<file path="config.mk">
export PLATFORM = sky130hd
export DESIGN_NAME = sliding_window_bitmap_unit
export DESIGN_NICKNAME = d
export VERILOG_FILES = /design/src/hw/rtl/swb_pkg.sv /design/src/hw/rtl/swb_ram.sv /design/src/hw/rtl/swb_queue.sv /design/src/hw/rtl/swb_engine.sv /design/src/hw/rtl/sliding_window_bitmap_unit.sv
export SDC_FILE = /design/constraint.sdc
export NUM_CORES = 2
export LEC_CHECK = 0
export BUFFER_PORTS_ARGS = -buffer_cell sky130_fd_sc_hd__buf_2
export CORE_MARGIN = 10
export CORE_UTILIZATION = 40
export DETAILED_ROUTE_END_ITERATION = 8
export GPL_TIMING_DRIVEN = 0
export PLACE_DENSITY = 0.55
export RECOVER_POWER = 100
export SKIP_CTS_REPAIR_TIMING = 1
export SYNTH_ARGS = -nofsm -noshare
export SYNTH_HDL_FRONTEND = slang
export SYNTH_SLANG_ARGS = --single-unit
</file>
<file path="constraint.sdc">
create_clock -name clk_i -period 37 [get_ports clk_i]
set_input_delay 0 -clock clk_i [delete_from_list [all_inputs] [get_ports clk_i]]
set_output_delay 0 -clock clk_i [all_outputs]
set_load 0.01 [all_outputs]
</file>
<file path="src/hw/rtl/swb_pkg.sv">
// shared types and constants of the sliding window bitmap unit
// no dependencies; used by swb_queue, swb_engine and the top level of the block

package swb_pkg;

  localparam int BLOCK_BYTES_DEF = 32;
  localparam int NUM_BLOCKS_DEF  = 8;

  // depth of the command queue between intake and engine
  localparam int QUEUE_DEPTH = 2;

  localparam int POS_W = 32;

  typedef enum logic [1:0] {
    STAT_NEW    = 2'd0,
    STAT_DUP    = 2'd1,
    STAT_BELOW  = 2'd2,
    STAT_BEYOND = 2'd3
  } status_e;

  typedef struct packed {
    logic             avail;
    logic [POS_W-1:0] position;
  } qhead_t;

  typedef struct packed {
    logic             valid;
    status_e          status;
    logic [POS_W-1:0] window_bottom;
  } result_t;

endpackage

</file>
<file path="src/hw/rtl/swb_ram.sv">
// generic single write, single read port ram with registered read data
// no dependencies

module swb_ram #(
  parameter int WIDTH = 8,
  parameter int DEPTH = 2
) (
  input  logic                                 clk_i,
  input  logic                                 we_i,
  input  logic [(DEPTH > 1 ? $clog2(DEPTH) : 1)-1:0] waddr_i,
  input  logic [WIDTH-1:0]                     wdata_i,
  input  logic                                 re_i,
  input  logic [(DEPTH > 1 ? $clog2(DEPTH) : 1)-1:0] raddr_i,
  output logic [WIDTH-1:0]                     rdata_o
);

  logic [WIDTH-1:0] mem_q [DEPTH];

  always_ff @(posedge clk_i) begin
    if (we_i) begin
      mem_q[waddr_i] <= wdata_i;
    end
    if (re_i) begin
      rdata_o <= mem_q[raddr_i];
    end
  end

endmodule

</file>
<file path="src/hw/rtl/swb_queue.sv">
// front part: command intake queue holding positions until the engine takes them
// depends on swb_pkg

module swb_queue (
  input  logic                       clk_i,
  input  logic                       rst_ni,
  input  logic                       push_i,
  input  logic [swb_pkg::POS_W-1:0]  data_i,
  output logic                       full_o,
  output logic                       empty_o,
  output swb_pkg::qhead_t            head_o,
  input  logic                       pop_i
);

  localparam int DEPTH = swb_pkg::QUEUE_DEPTH;
  localparam int PTR_W = (DEPTH > 1) ? $clog2(DEPTH) : 1;
  localparam int CNT_W = $clog2(DEPTH + 1);

  logic [swb_pkg::POS_W-1:0] entry_q [DEPTH];
  logic [PTR_W-1:0]          wptr_q, rptr_q;
  logic [CNT_W-1:0]          count_q;
  logic                      do_push, do_pop;

  assign full_o  = (count_q == CNT_W'(DEPTH));
  assign empty_o = (count_q == '0);
  assign do_push = push_i && !full_o;
  assign do_pop  = pop_i && !empty_o;

  assign head_o.avail    = !empty_o;
  assign head_o.position = entry_q[rptr_q];

  always_ff @(posedge clk_i or negedge rst_ni) begin
    if (!rst_ni) begin
      wptr_q  <= '0;
      rptr_q  <= '0;
      count_q <= '0;
    end else begin
      if (do_push) begin
        wptr_q <= (wptr_q == PTR_W'(DEPTH - 1)) ? '0 : wptr_q + PTR_W'(1);
      end
      if (do_pop) begin
        rptr_q <= (rptr_q == PTR_W'(DEPTH - 1)) ? '0 : rptr_q + PTR_W'(1);
      end
      unique case ({do_push, do_pop})
        2'b10:   count_q <= count_q + CNT_W'(1);
        2'b01:   count_q <= count_q - CNT_W'(1);
        default: count_q <= count_q;
      endcase
    end
  end

  always_ff @(posedge clk_i) begin
    if (do_push) begin
      entry_q[wptr_q] <= data_i;
    end
  end

endmodule

</file>
<file path="src/hw/rtl/swb_engine.sv">
// back part: classifies a position against the window, read-modify-writes its
// block and slides the window; depends on swb_pkg and swb_ram

module swb_engine #(
  parameter int BLOCK_BYTES = swb_pkg::BLOCK_BYTES_DEF,
  parameter int NUM_BLOCKS  = swb_pkg::NUM_BLOCKS_DEF
) (
  input  logic                      clk_i,
  input  logic                      rst_ni,
  input  logic                      cfg_we_i,
  input  logic [swb_pkg::POS_W-1:0] cfg_base_i,
  input  swb_pkg::qhead_t           head_i,
  output logic                      pop_o,
  output logic                      idle_o,
  output swb_pkg::result_t          res_o
);

  localparam int BLOCK_BITS = BLOCK_BYTES * 8;
  localparam int CAPACITY   = NUM_BLOCKS * BLOCK_BITS;
  localparam int OFF_W      = $clog2(CAPACITY);
  localparam int BIT_W      = $clog2(BLOCK_BITS);
  localparam int SLOT_W     = (NUM_BLOCKS > 1) ? $clog2(NUM_BLOCKS) : 1;
  localparam int PW         = swb_pkg::POS_W;
  localparam logic [PW-1:0] CAP_W  = PW'(CAPACITY);
  localparam logic [PW-1:0] STEP_W = PW'(BLOCK_BITS);

  typedef enum logic [1:0] {
    ST_IDLE,
    ST_LOCATE,
    ST_UPDATE,
    ST_SLIDE
  } state_e;

  state_e                state_q;
  logic [PW-1:0]         window_low_q;
  logic [SLOT_W-1:0]     bottom_q;
  logic [NUM_BLOCKS-1:0] valid_q;
  logic [NUM_BLOCKS-1:0] full_q;
  logic [OFF_W-1:0]      off_q;
  logic [BIT_W-1:0]      bit_q;
  logic [SLOT_W-1:0]     slot_q;
  logic                  valid_rd_q;
  swb_pkg::result_t      res_q;

  // classification of the queue head
  logic          below;
  logic          beyond;
  logic [PW-1:0] diff;

  assign below  = head_i.position < window_low_q;
  assign diff   = head_i.position - window_low_q;
  assign beyond = diff >= CAP_W;

  // block index and bit index from the offset; one range compare per block
  logic [SLOT_W-1:0] blk;
  logic [OFF_W-1:0]  blk_base;
  logic [OFF_W-1:0]  bit_full;
  logic [SLOT_W:0]   slot_sum;
  logic [SLOT_W-1:0] slot_d;

  always_comb begin
    blk      = '0;
    blk_base = '0;
    for (int k = 0; k < NUM_BLOCKS; k++) begin
      if ({1'b0, off_q} >= (OFF_W + 1)'(k * BLOCK_BITS) &&
          {1'b0, off_q} <  (OFF_W + 1)'((k + 1) * BLOCK_BITS)) begin
        blk      = blk | SLOT_W'(k);
        blk_base = blk_base | OFF_W'(k * BLOCK_BITS);
      end
    end
  end

  assign bit_full = off_q - blk_base;
  assign slot_sum = {1'b0, bottom_q} + {1'b0, blk};
  assign slot_d   = (slot_sum >= (SLOT_W + 1)'(NUM_BLOCKS))
                  ? SLOT_W'(slot_sum - (SLOT_W + 1)'(NUM_BLOCKS))
                  : slot_sum[SLOT_W-1:0];

  // block storage
  logic [BLOCK_BITS-1:0] rdata;
  logic [BLOCK_BITS-1:0] old_bits;
  logic [BLOCK_BITS-1:0] new_bits;
  logic                  hit;
  logic                  ram_we;
  logic                  ram_re;
  logic                  bottom_fills;

  assign old_bits     = valid_rd_q ? rdata : '0;
  assign hit          = old_bits[bit_q];
  assign new_bits     = old_bits | (BLOCK_BITS'(1) << bit_q);
  assign ram_we       = (state_q == ST_UPDATE) && !hit;
  assign ram_re       = (state_q == ST_LOCATE);
  assign bottom_fills = (slot_q == bottom_q) && (&new_bits);

  swb_ram #(
    .WIDTH (BLOCK_BITS),
    .DEPTH (NUM_BLOCKS)
  ) u_ram (
    .clk_i   (clk_i),
    .we_i    (ram_we),
    .waddr_i (slot_q),
    .wdata_i (new_bits),
    .re_i    (ram_re),
    .raddr_i (slot_d),
    .rdata_o (rdata)
  );

  assign idle_o = (state_q == ST_IDLE);
  assign pop_o  = (state_q == ST_IDLE) && head_i.avail;
  assign res_o  = res_q;

  always_ff @(posedge clk_i or negedge rst_ni) begin
    if (!rst_ni) begin
      state_q       <= ST_IDLE;
      window_low_q  <= '0;
      bottom_q      <= '0;
      valid_q       <= '0;
      full_q        <= '0;
      off_q         <= '0;
      bit_q         <= '0;
      slot_q        <= '0;
      valid_rd_q    <= 1'b0;
      res_q         <= '0;
    end else begin
      res_q.valid <= 1'b0;
      if (cfg_we_i) begin
        window_low_q <= cfg_base_i;
        bottom_q     <= '0;
        valid_q      <= '0;
        full_q       <= '0;
      end
      unique case (state_q)
        ST_IDLE: begin
          if (head_i.avail) begin
            off_q <= diff[OFF_W-1:0];
            if (below || beyond) begin
              res_q.valid         <= 1'b1;
              res_q.status        <= below ? swb_pkg::STAT_BELOW : swb_pkg::STAT_BEYOND;
              res_q.window_bottom <= window_low_q;
            end else begin
              state_q <= ST_LOCATE;
            end
          end
        end
        ST_LOCATE: begin
          bit_q      <= bit_full[BIT_W-1:0];
          slot_q     <= slot_d;
          valid_rd_q <= valid_q[slot_d];
          state_q    <= ST_UPDATE;
        end
        ST_UPDATE: begin
          if (!hit) begin
            valid_q[slot_q] <= 1'b1;
            full_q[slot_q]  <= &new_bits;
          end
          if (!hit && bottom_fills) begin
            state_q <= ST_SLIDE;
          end else begin
            res_q.valid         <= 1'b1;
            res_q.status        <= hit ? swb_pkg::STAT_DUP : swb_pkg::STAT_NEW;
            res_q.window_bottom <= window_low_q;
            state_q             <= ST_IDLE;
          end
        end
        ST_SLIDE: begin
          // one block per cycle while the bottom block stays full
          if (full_q[bottom_q]) begin
            valid_q[bottom_q] <= 1'b0;
            full_q[bottom_q]  <= 1'b0;
            bottom_q          <= (bottom_q == SLOT_W'(NUM_BLOCKS - 1))
                               ? '0 : bottom_q + SLOT_W'(1);
            window_low_q      <= window_low_q + STEP_W;
          end else begin
            res_q.valid         <= 1'b1;
            res_q.status        <= swb_pkg::STAT_NEW;
            res_q.window_bottom <= window_low_q;
            state_q             <= ST_IDLE;
          end
        end
        default: state_q <= ST_IDLE;
      endcase
    end
  end

endmodule

</file>
<file path="src/hw/rtl/sliding_window_bitmap_unit.sv">
// top level of the sliding window bitmap unit
// depends on swb_pkg, swb_queue and swb_engine
//
// Marks absolute positions in a window of NUM_BLOCKS blocks of BLOCK_BYTES*8 bits.
// Command channel: a position is taken at a clock edge with start high and busy
// low. A two-entry queue feeds the engine, so busy rises only when it is full.
// Result channel: done_o is high for one cycle with status_o and window_bottom_o;
// the receiver cannot stall, so results never wait.
// A position below or beyond the window is answered from the idle state; an
// in-window mark passes through the locate and update states, and through
// the slide state when the window slides.
// Throughput: one out-of-window item per cycle while the engine is idle; an
// in-window item holds the engine through the read of its block in the ram and
// the write back, plus the slide steps, which advance the window one block each.
// Configuration: a write on cfg_valid_i/cfg_ready_o loads the window bottom and
// clears the map through per-block valid bits; cfg_ready_o is high only while
// the queue is empty and the engine idle.
// Reset clears the map at once, sets the window bottom to 0 and empties the queue.

module sliding_window_bitmap_unit #(
  parameter int BLOCK_BYTES = swb_pkg::BLOCK_BYTES_DEF,
  parameter int NUM_BLOCKS  = swb_pkg::NUM_BLOCKS_DEF
) (
  input  logic                      clk_i,
  input  logic                      rst_ni,
  input  logic                      start,
  output logic                      busy,
  input  logic [swb_pkg::POS_W-1:0] position_i,
  output logic                      done_o,
  output logic [1:0]                status_o,
  output logic [swb_pkg::POS_W-1:0] window_bottom_o,
  input  logic                      cfg_valid_i,
  output logic                      cfg_ready_o,
  input  logic [swb_pkg::POS_W-1:0] cfg_window_base_i
);

  swb_pkg::qhead_t  head;
  swb_pkg::result_t res;
  logic             q_full, q_empty, pop, idle;

  swb_queue u_queue (
    .clk_i   (clk_i),
    .rst_ni  (rst_ni),
    .push_i  (start),
    .data_i  (position_i),
    .full_o  (q_full),
    .empty_o (q_empty),
    .head_o  (head),
    .pop_i   (pop)
  );

  swb_engine #(
    .BLOCK_BYTES (BLOCK_BYTES),
    .NUM_BLOCKS  (NUM_BLOCKS)
  ) u_engine (
    .clk_i      (clk_i),
    .rst_ni     (rst_ni),
    .cfg_we_i   (cfg_valid_i && cfg_ready_o),
    .cfg_base_i (cfg_window_base_i),
    .head_i     (head),
    .pop_o      (pop),
    .idle_o     (idle),
    .res_o      (res)
  );

  assign busy            = q_full;
  assign cfg_ready_o     = idle && q_empty;
  assign done_o          = res.valid;
  assign status_o        = res.status;
  assign window_bottom_o = res.window_bottom;

endmodule

</file>
# After elaboration in Yosys (flattened, before gate mapping)

Memory sizes are Yosys's and may differ from the RTL's. A register that Yosys moved wholly into a read port is not among the register bits.
Index checks and enable logic that the tools add are counted.

Shifts and indexed selects: 1
Bitwise gates (word level): 6
Add/sub/neg operators: 10
Multiplexer cells: 54
Order comparisons: 22
Equal/unequal tests: 13
Reduce and logical (&&, ||, !) cells: 28

Operators with widths:

| operator                                                            | count |
|---|---|
| 2-to-1 mux 256 bit                                                  | 1 |
| bitwise OR 256 bit                                                  | 1 |
| AND reduction 256 bit                                               | 1 |
| left shift 1 x 8 -> 256 bit, first input constant                   | 1 |
| 2-to-1 mux 35 bit                                                   | 4 |
| one-hot mux 35 bit (3 select lines)                                 | 1 |
| 2-to-1 mux 32 bit                                                   | 3 |
| 2-to-1 mux 8 bit                                                    | 6 |
| greater-or-equal comparator 11 bit, second input constant           | 4 |
| < comparator 11 bit, second input constant                          | 4 |
| adder 32 x 9 -> 32 bit, second input constant                       | 1 |
| greater-or-equal comparator 32 x 12 -> 1 bit, second input constant | 1 |
| < comparator 32 bit                                                 | 1 |
| one-hot mux 8 bit (2 select lines)                                  | 2 |
| subtractor 32 bit                                                   | 1 |
| 2-to-1 mux 3 bit                                                    | 9 |
| greater-or-equal comparator 11 x 10 -> 1 bit, second input constant | 2 |
| < comparator 11 x 10 -> 1 bit, second input constant                | 2 |
| bitwise AND 8 bit                                                   | 2 |
| logical AND 1 bit                                                   | 16 |
| 2-to-1 mux 1 bit                                                    | 14 |
| < comparator 3 x 4 -> 1 bit, second input constant                  | 3 |
| 2-to-1 mux 2 bit                                                    | 6 |
| greater-or-equal comparator 11 x 9 -> 1 bit, second input constant  | 1 |
| 33 further kinds                                                    | 47 |

Input bits: 68
RAM bits: 2112
Memories: 2
Output and inout port bits: 37
Register bits: 115
Logic and storage cells: 151

Memory list:

| name                 | depth | bits a word | rd ports | clocked after memory_dff | write ports | RTL line        | source |
|---|---|---|---|---|---|---|---|
| u_engine.u_ram.mem_q | 8     | 256         | 1        | 1                        | 1           | swb_ram.sv:17   | `logic [WIDTH-1:0] mem_q [DEPTH];` |
| u_queue.entry_q      | 2     | 32          | 1        | 0                        | 1           | swb_queue.sv:19 | `logic [swb_pkg::POS_W-1:0] entry_q [DEPTH];` |

# Longest topological paths before layout

Depth after elaboration: 14
Depth in mapped cells: 16

# Cells and area by module

Synthesis repeated with hierarchy kept, for this count alone.

Cells, all modules: 5119
Area, all modules: 102060.4 µm²

By module, submodules not included:

| module                     | area an instance (µm²) | sequential area each (µm²) | instances | cells an instance |
|---|---|---|---|---|
| swb_ram                    | 84602.4                | 69186.4                    | 1         | 3227 |
| swb_engine                 | 14921.8                | 2777.7                     | 1         | 1771 |
| swb_queue                  | 2523.7                 | 2021.9                     | 1         | 119 |
| sliding_window_bitmap_unit | 12.5                   | 0.0                        | 1         | 2 |

# Worst setup path before layout

Ideal clock, no wire load.

Path type: register -> register
Start point: register u_engine.bit_q[1]
End point: register u_engine.full_q[0]
Library setup time: 1.028 ns
Required time: 35.972 ns
Cell stages (with the launch flop): 14
Arrival: 27.744 ns
Path slack: 8.228 ns
Path through: dfrtp_1 -> buf_2 -> buf_2 -> buf_2 -> buf_1 -> mux4_2 -> a22oi_1 -> mux2i_1 -> o41ai_1 -> nor4_1 -> nor2_1 -> nand3_1 -> nor4_1 -> mux2i_1

Cells in the longest elaborated chain, start to end: 6
Elaborated cells between the ends (all ways): 8

Ends and longest elaborated chain:

| item                                                                                           | RTL line          | source |
|---|---|---|
| start, declared                                                                                | swb_engine.sv:40  | `logic [BIT_W-1:0] bit_q;` |
| start signal, assigned                                                                         | swb_engine.sv:146 | `bit_q <= bit_full[BIT_W-1:0];` |
| parallel branches: the longest is 4 deep, another holds binary-select mux 1 bit (select 8 bit) | n/a               |  |
| 2-to-1 mux 8 bit *                                                                             | swb_engine.sv:152 | `if (!hit) begin` |
| one-hot mux 8 bit (2 select lines) *                                                           | swb_engine.sv:132 | `unique case (state_q)` |
| end signal, assigned by index                                                                  | swb_engine.sv:154 | `full_q[slot_q] <= &new_bits;` |
| end, declared                                                                                  | swb_engine.sv:38  | `logic [NUM_BLOCKS-1:0] full_q;` |

Every way passes the cells marked *. The select of a mux whose other input is x is not followed.
A chain may end at the register's enable or synchronous reset.

# Final worst setup path

Start point: register u_engine.bit_q[3]
End point: memory u_engine.u_ram.mem_q[3][146] (netlist bit), enable pin

Cells in the longest elaborated chain, start to end: 6

Ends and longest elaborated chain:

| item                                   | RTL line         | source |
|---|---|---|
| binary-select mux 1 bit (select 8 bit) | swb_engine.sv:89 | `assign hit = old_bits[bit_q];` |
| 2-to-1 mux 1 bit (implied by the code) | swb_engine.sv:89 |  |
| zero test 1 bit                        | swb_engine.sv:91 | `assign ram_we = (state_q == ST_UPDATE) && !hit;` |
| logical AND 1 bit                      | swb_engine.sv:91 |  |
| 2-to-1 mux 1 bit                       | swb_ram.sv:20    | `if (we_i) begin` |
| 2-to-1 mux 1 bit (implied by the code) | swb_ram.sv:21    | `mem_q[waddr_i] <= wdata_i;` |
| end, declared                          | swb_ram.sv:17    |  |

No other way between the ends. The select of a mux whose other input is x is not followed.

==> results.md <==
- Counting the fill cells in the layout gives ~22000.
- Ranked by instance count, the synthesized netlist is headed by sky130_fd_sc_hd__edfxtp_1, sky130_fd_sc_hd__mux4_2, sky130_fd_sc_hd__mux2_2, sky130_fd_sc_hd__nand2_1, sky130_fd_sc_hd__clkbuf_1.
- In the routed layout, each cell is associated on average with a via count of ~6.2.
- The die is around 520 um wide.
- Synthesis produced between 5000 and 6000 cells.
- The clock tree synthesis step divided the H-tree into 5 levels.
- The clock tree from TritonCTS is done.
- The HPWL after detailed placement is between 200000 and 300000 um.
- After clock tree synthesis, the clock-pin slew on the worst setup and hold paths is approximately 60 ps.
- The standard-cell row count is between 150 and 200.
- The starting DRC count in detailed routing is around 8000.
- Of the total synthesized cell area, the portion taken by AND, OR, NAND and NOR gates is 0.0363.
- The number of CTS-inserted buffers is between 200 and 300.
- After detailed routing, the number of remaining DRC violations is 0.
- The post-route cell area is 118000 um2.
- The element type at the critical path start is a register.
- The die covers 276000 um2.
- The area fraction in compound gates after synthesis is 0.0556.
- The instance area after placement is about 110000 um2.
- The worst relative slew slack is -3.37.
- The sequential standard cell area is ~74000 um2.
- The time the final worst path needs with I/O delays and setup is between 15000 and 20000 ps.
- The buffer levels on the longest clock path is 4.
- The number of max-cap violations is 75.
- Of all cell types, the one taking the most synthesized area is sky130_fd_sc_hd__edfxtp_1.
- The cell at the root of the clock tree is sky130_fd_sc_hd__clkbuf_16.
- The multi-input combinational cells in the finished layout cover a total of 26100 um2.
- The synthesized netlist net count is ~5500.
- The layout net count is between 6000 and 7000.
- After detailed routing, the average wire length per cell comes to 38.9 um.
- The flow ran to the end, but the final reports show violations.
- After synthesis, the cell types taking the most area are sky130_fd_sc_hd__edfxtp_1, sky130_fd_sc_hd__mux4_2, sky130_fd_sc_hd__mux2_2.
- The nature of the critical path endpoint is a register.
- The adder-cell area share of the yosys netlist is 0.00493.
- The clock arrives with about 91 ps of skew.
- The number of global-route vias before repair is approximately 60000.
- Setup violations remaining at the end of the flow were counted as 0.
- The worst-case vdd ir drop is 0.0000472 V.
- The power density over the cells is between 60 and 70 nW/um2.
- Relative to the synthesized area, the layout overhead comes to 15.5%.
- Of the post-synthesis cell area, the dominant cell type holds 0.697.
- Once routing completed, OpenROAD measured the worst setup slack at ~19000 ps.
- The fraction of power spent switching nets is 0.284.
- Of the total synthesized cell area, the portion taken by XOR and XNOR cells is 0.00258.
- The share of power burned in the clock network is 0.366.
- At the end of routability-driven placement, the weighted congestion stood at ~1.1.
- In the finished design, the share of the clock period the worst path needs comes to 0.499.
- At the worst endpoint, the arrival time is around 19000 ps.
- In this run the mean area of a mapped cell was 19.1 um2.
- The number of endpoints with negative hold slack in the final report is 0.
- The sum of negative setup slack is 0 ps.
- The slew at the pin with the worst max-slew slack is between 6000 and 7000 ps.
- The critical path is of the reg2reg type.
- The maximum clock rate is about 54 MHz.
- Across every metal layer, demand over resource in global routing totals 0.267.
- The share of total power dissipated in combinational logic is 0.201.
- Of the total power, registers draw 0.434.
- The first global-routing pass estimated around 500000 um of wire.
- The number of iterations in the first detailed-routing pass is 6.
- The number of synthesis warnings is 0.
- The required arrival time at the worst endpoint is ~37000 ps.
- The share of layout cells above drive strength 1 is 0.214.
- The number of input and output port buffers inserted is ~100.
- The total routed wirelength is around 380000 um.
- The worst-case setup slack after placement is roughly 28000 ps.
- The fraction of the yosys area taken by sequential cells is 0.726.
- The residual antenna-violating net count after detailed routing is 0.
- The number of antenna violations at the first check in global routing is between 50 and 60.
- The most frequently used cell type in the post-synthesis netlist is sky130_fd_sc_hd__edfxtp_1.
- The count of flip-flops with a built-in enable after synthesis is between 2000 and 2500.
- The net switching power of the design is ~0.0021 W.
- Summed over all layers, the global routing overflow is 0.
- In the synthesized netlist the dominant register cell turns out to be sky130_fd_sc_hd__edfxtp_1.
- The clock latency of the later-clocked register in the worst-skew pair is approximately 980 ps.
- The count of final max-slew check failures is ~1700.
- The design internal power is 0.00520 W.
- The proportion of synthesized flip-flops having asynchronous set or reset is 0.0463.
- Setup repair after global routing left no endpoint under its margin.
- The distinct cell type count after synthesis is 97.
- The initial utilization of the core area, before any placement, comes to 0.402.
- The proportion of synthesized area in mux cells is 0.157.
- The design draws 0.00726 W.
- The path class of the tightest hold or removal check is in2reg.
- The worst-path maximum fanout is 46.
- In this run the cell area of the synthesized design comes to slightly above 100000 um2.
- The checks that failed: max-capacitance violations, max-slew violations.
- The height of the die is between 500 and 600 um.
- The leakage power total is 31.9 nW.
- The placeable core region is between 200000 and 300000 um2.
- Entering global routing, the biggest net connects 86 pins.
- By area, the combinational part of the netlist is dominated by multiplexers.
- The via count is 60800.
- approximately 110 I/O pins were placed.
- The number of synthesized register bits is 2483.
- The count of clock tree sinks is around 2500.
critical path, stage by stage (launching register included):
cell                       delay (ps)
sky130_fd_sc_hd__dfrtp_1          630
sky130_fd_sc_hd__clkbuf_1         650
sky130_fd_sc_hd__clkbuf_1        1060
sky130_fd_sc_hd__clkbuf_1        1100
sky130_fd_sc_hd__clkbuf_1        1310
sky130_fd_sc_hd__o221ai_1         440
sky130_fd_sc_hd__a32oi_1          520
sky130_fd_sc_hd__nor4_1           330
sky130_fd_sc_hd__nor2_1           430
sky130_fd_sc_hd__nand2_1          230
sky130_fd_sc_hd__nor2_1           220
sky130_fd_sc_hd__and2_0          2470
sky130_fd_sc_hd__clkbuf_1        2150
sky130_fd_sc_hd__clkbuf_1        1740
sky130_fd_sc_hd__clkbuf_1        1770
sky130_fd_sc_hd__clkbuf_1        2640
flip-flops by register name, summed over array words and instances (netlist names):
signal	cells
u_queue.rptr_q	1
u_queue.entry_q	64
u_engine.state_q	2
u_engine.valid_rd_q	1
u_engine.valid_q	8
u_engine.u_ram.rdata_o	256
u_queue.wptr_q	1
u_engine.u_ram.mem_q	2048
u_engine.window_low_q	32
u_engine.off_q	11
u_queue.count_q	2
u_engine.bit_q	8
u_engine.slot_q	3
u_engine.res_o	35
u_engine.bottom_q	3
u_engine.full_q	8
through the flow:
| step | std cells | hold WS [ps] | utilization |
|---|---|---|---|
| 4_1_cts | 9546 | -1130 | 0.466 |
| 5_1_grt | 9719 | 126 | 0.464 |
| 3_3_place_gp | 8819 | 188 | 0.420 |
| 2_1_floorplan | 5349 | -296 | - |
| 3_5_place_dp | 9063 | -78.9 | 0.432 |
| 6_report | 9744 | 95.8 | 0.464 |
logic make-up (layout without fill, tap and decap cells):
logic type	Yosys count	in the layout
flip-flops	2483	2483
multiplexers	895	895
AO/OA/AOI/OAI	773	773
AND/OR/NAND/NOR	700	700
buffers and inverters	429	1427
adder cells (fa/ha/maj)	39	39
XOR/XNOR	30	30
other	0	31
final timing paths:
check / startpoint / cells after the start / slack [ps] / end
setup / recovery: u_engine.bit_q[3] / 15 / 18550 / u_engine.u_ram.mem_q[3][146]
hold / removal: cfg_valid_i / 6 / 100 / u_engine.full_q[2]
setup reg to reg: u_engine.bit_q[3] / 15 / 18550 / u_engine.u_ram.mem_q[3][146]
hold reg to reg: u_engine.window_low_q[3] / 1 / 480 / u_engine.res_o[3]
max in group asynchronous: rst_ni / 5 / 30680 / u_engine.window_low_q[1]
min in group asynchronous: rst_ni / 4 / 890 / u_engine.res_o[34]
layout make-up:
type	instances	area share
diodes	31	0.000658
plain buffers	351	0.0123
clock buffers	352	0.0644
clock inverters	131	0.00902
inverters	78	0.00251
multi-input cells	2437	0.221
flip-flops and latches	2483	0.628
well taps	3366	0.0357
repair buffers	515	0.0262
routing by layer:
layer  part of all wire  track usage
met1               0.42        0.370
met2               0.44        0.392
met3              0.086       0.0679
met4              0.062        0.130
met5            0.00048            0
placed cells by master (no fill, tap or decap), drive strengths merged, types with 52 or more instances in the layout:
master / count
edfxtp: 2368
clkbuf: 909
mux4: 532
mux2: 336
nand2: 282
dlygate4sd3: 161
o21ai: 152
buf: 145
dfrtp: 115
a32o: 113
a21oi: 112
clkinv: 104
nor2: 87
inv: 83
a22o: 54
nand3: 52
power by group through the flow:
stage	logic [W]	clock network, W	registers (W)
finish	0.00146	0.00265	0.00315
global route	0.00158	0.00282	0.00315
CTS	0.00148	0.00271	0.00314
detailed placement	0.00148	0	0.00320
global placement	0.00146	0	0.00320
floorplan	0.000967	0	0.00319
Note: power is estimated with default switching activity, not from simulation.
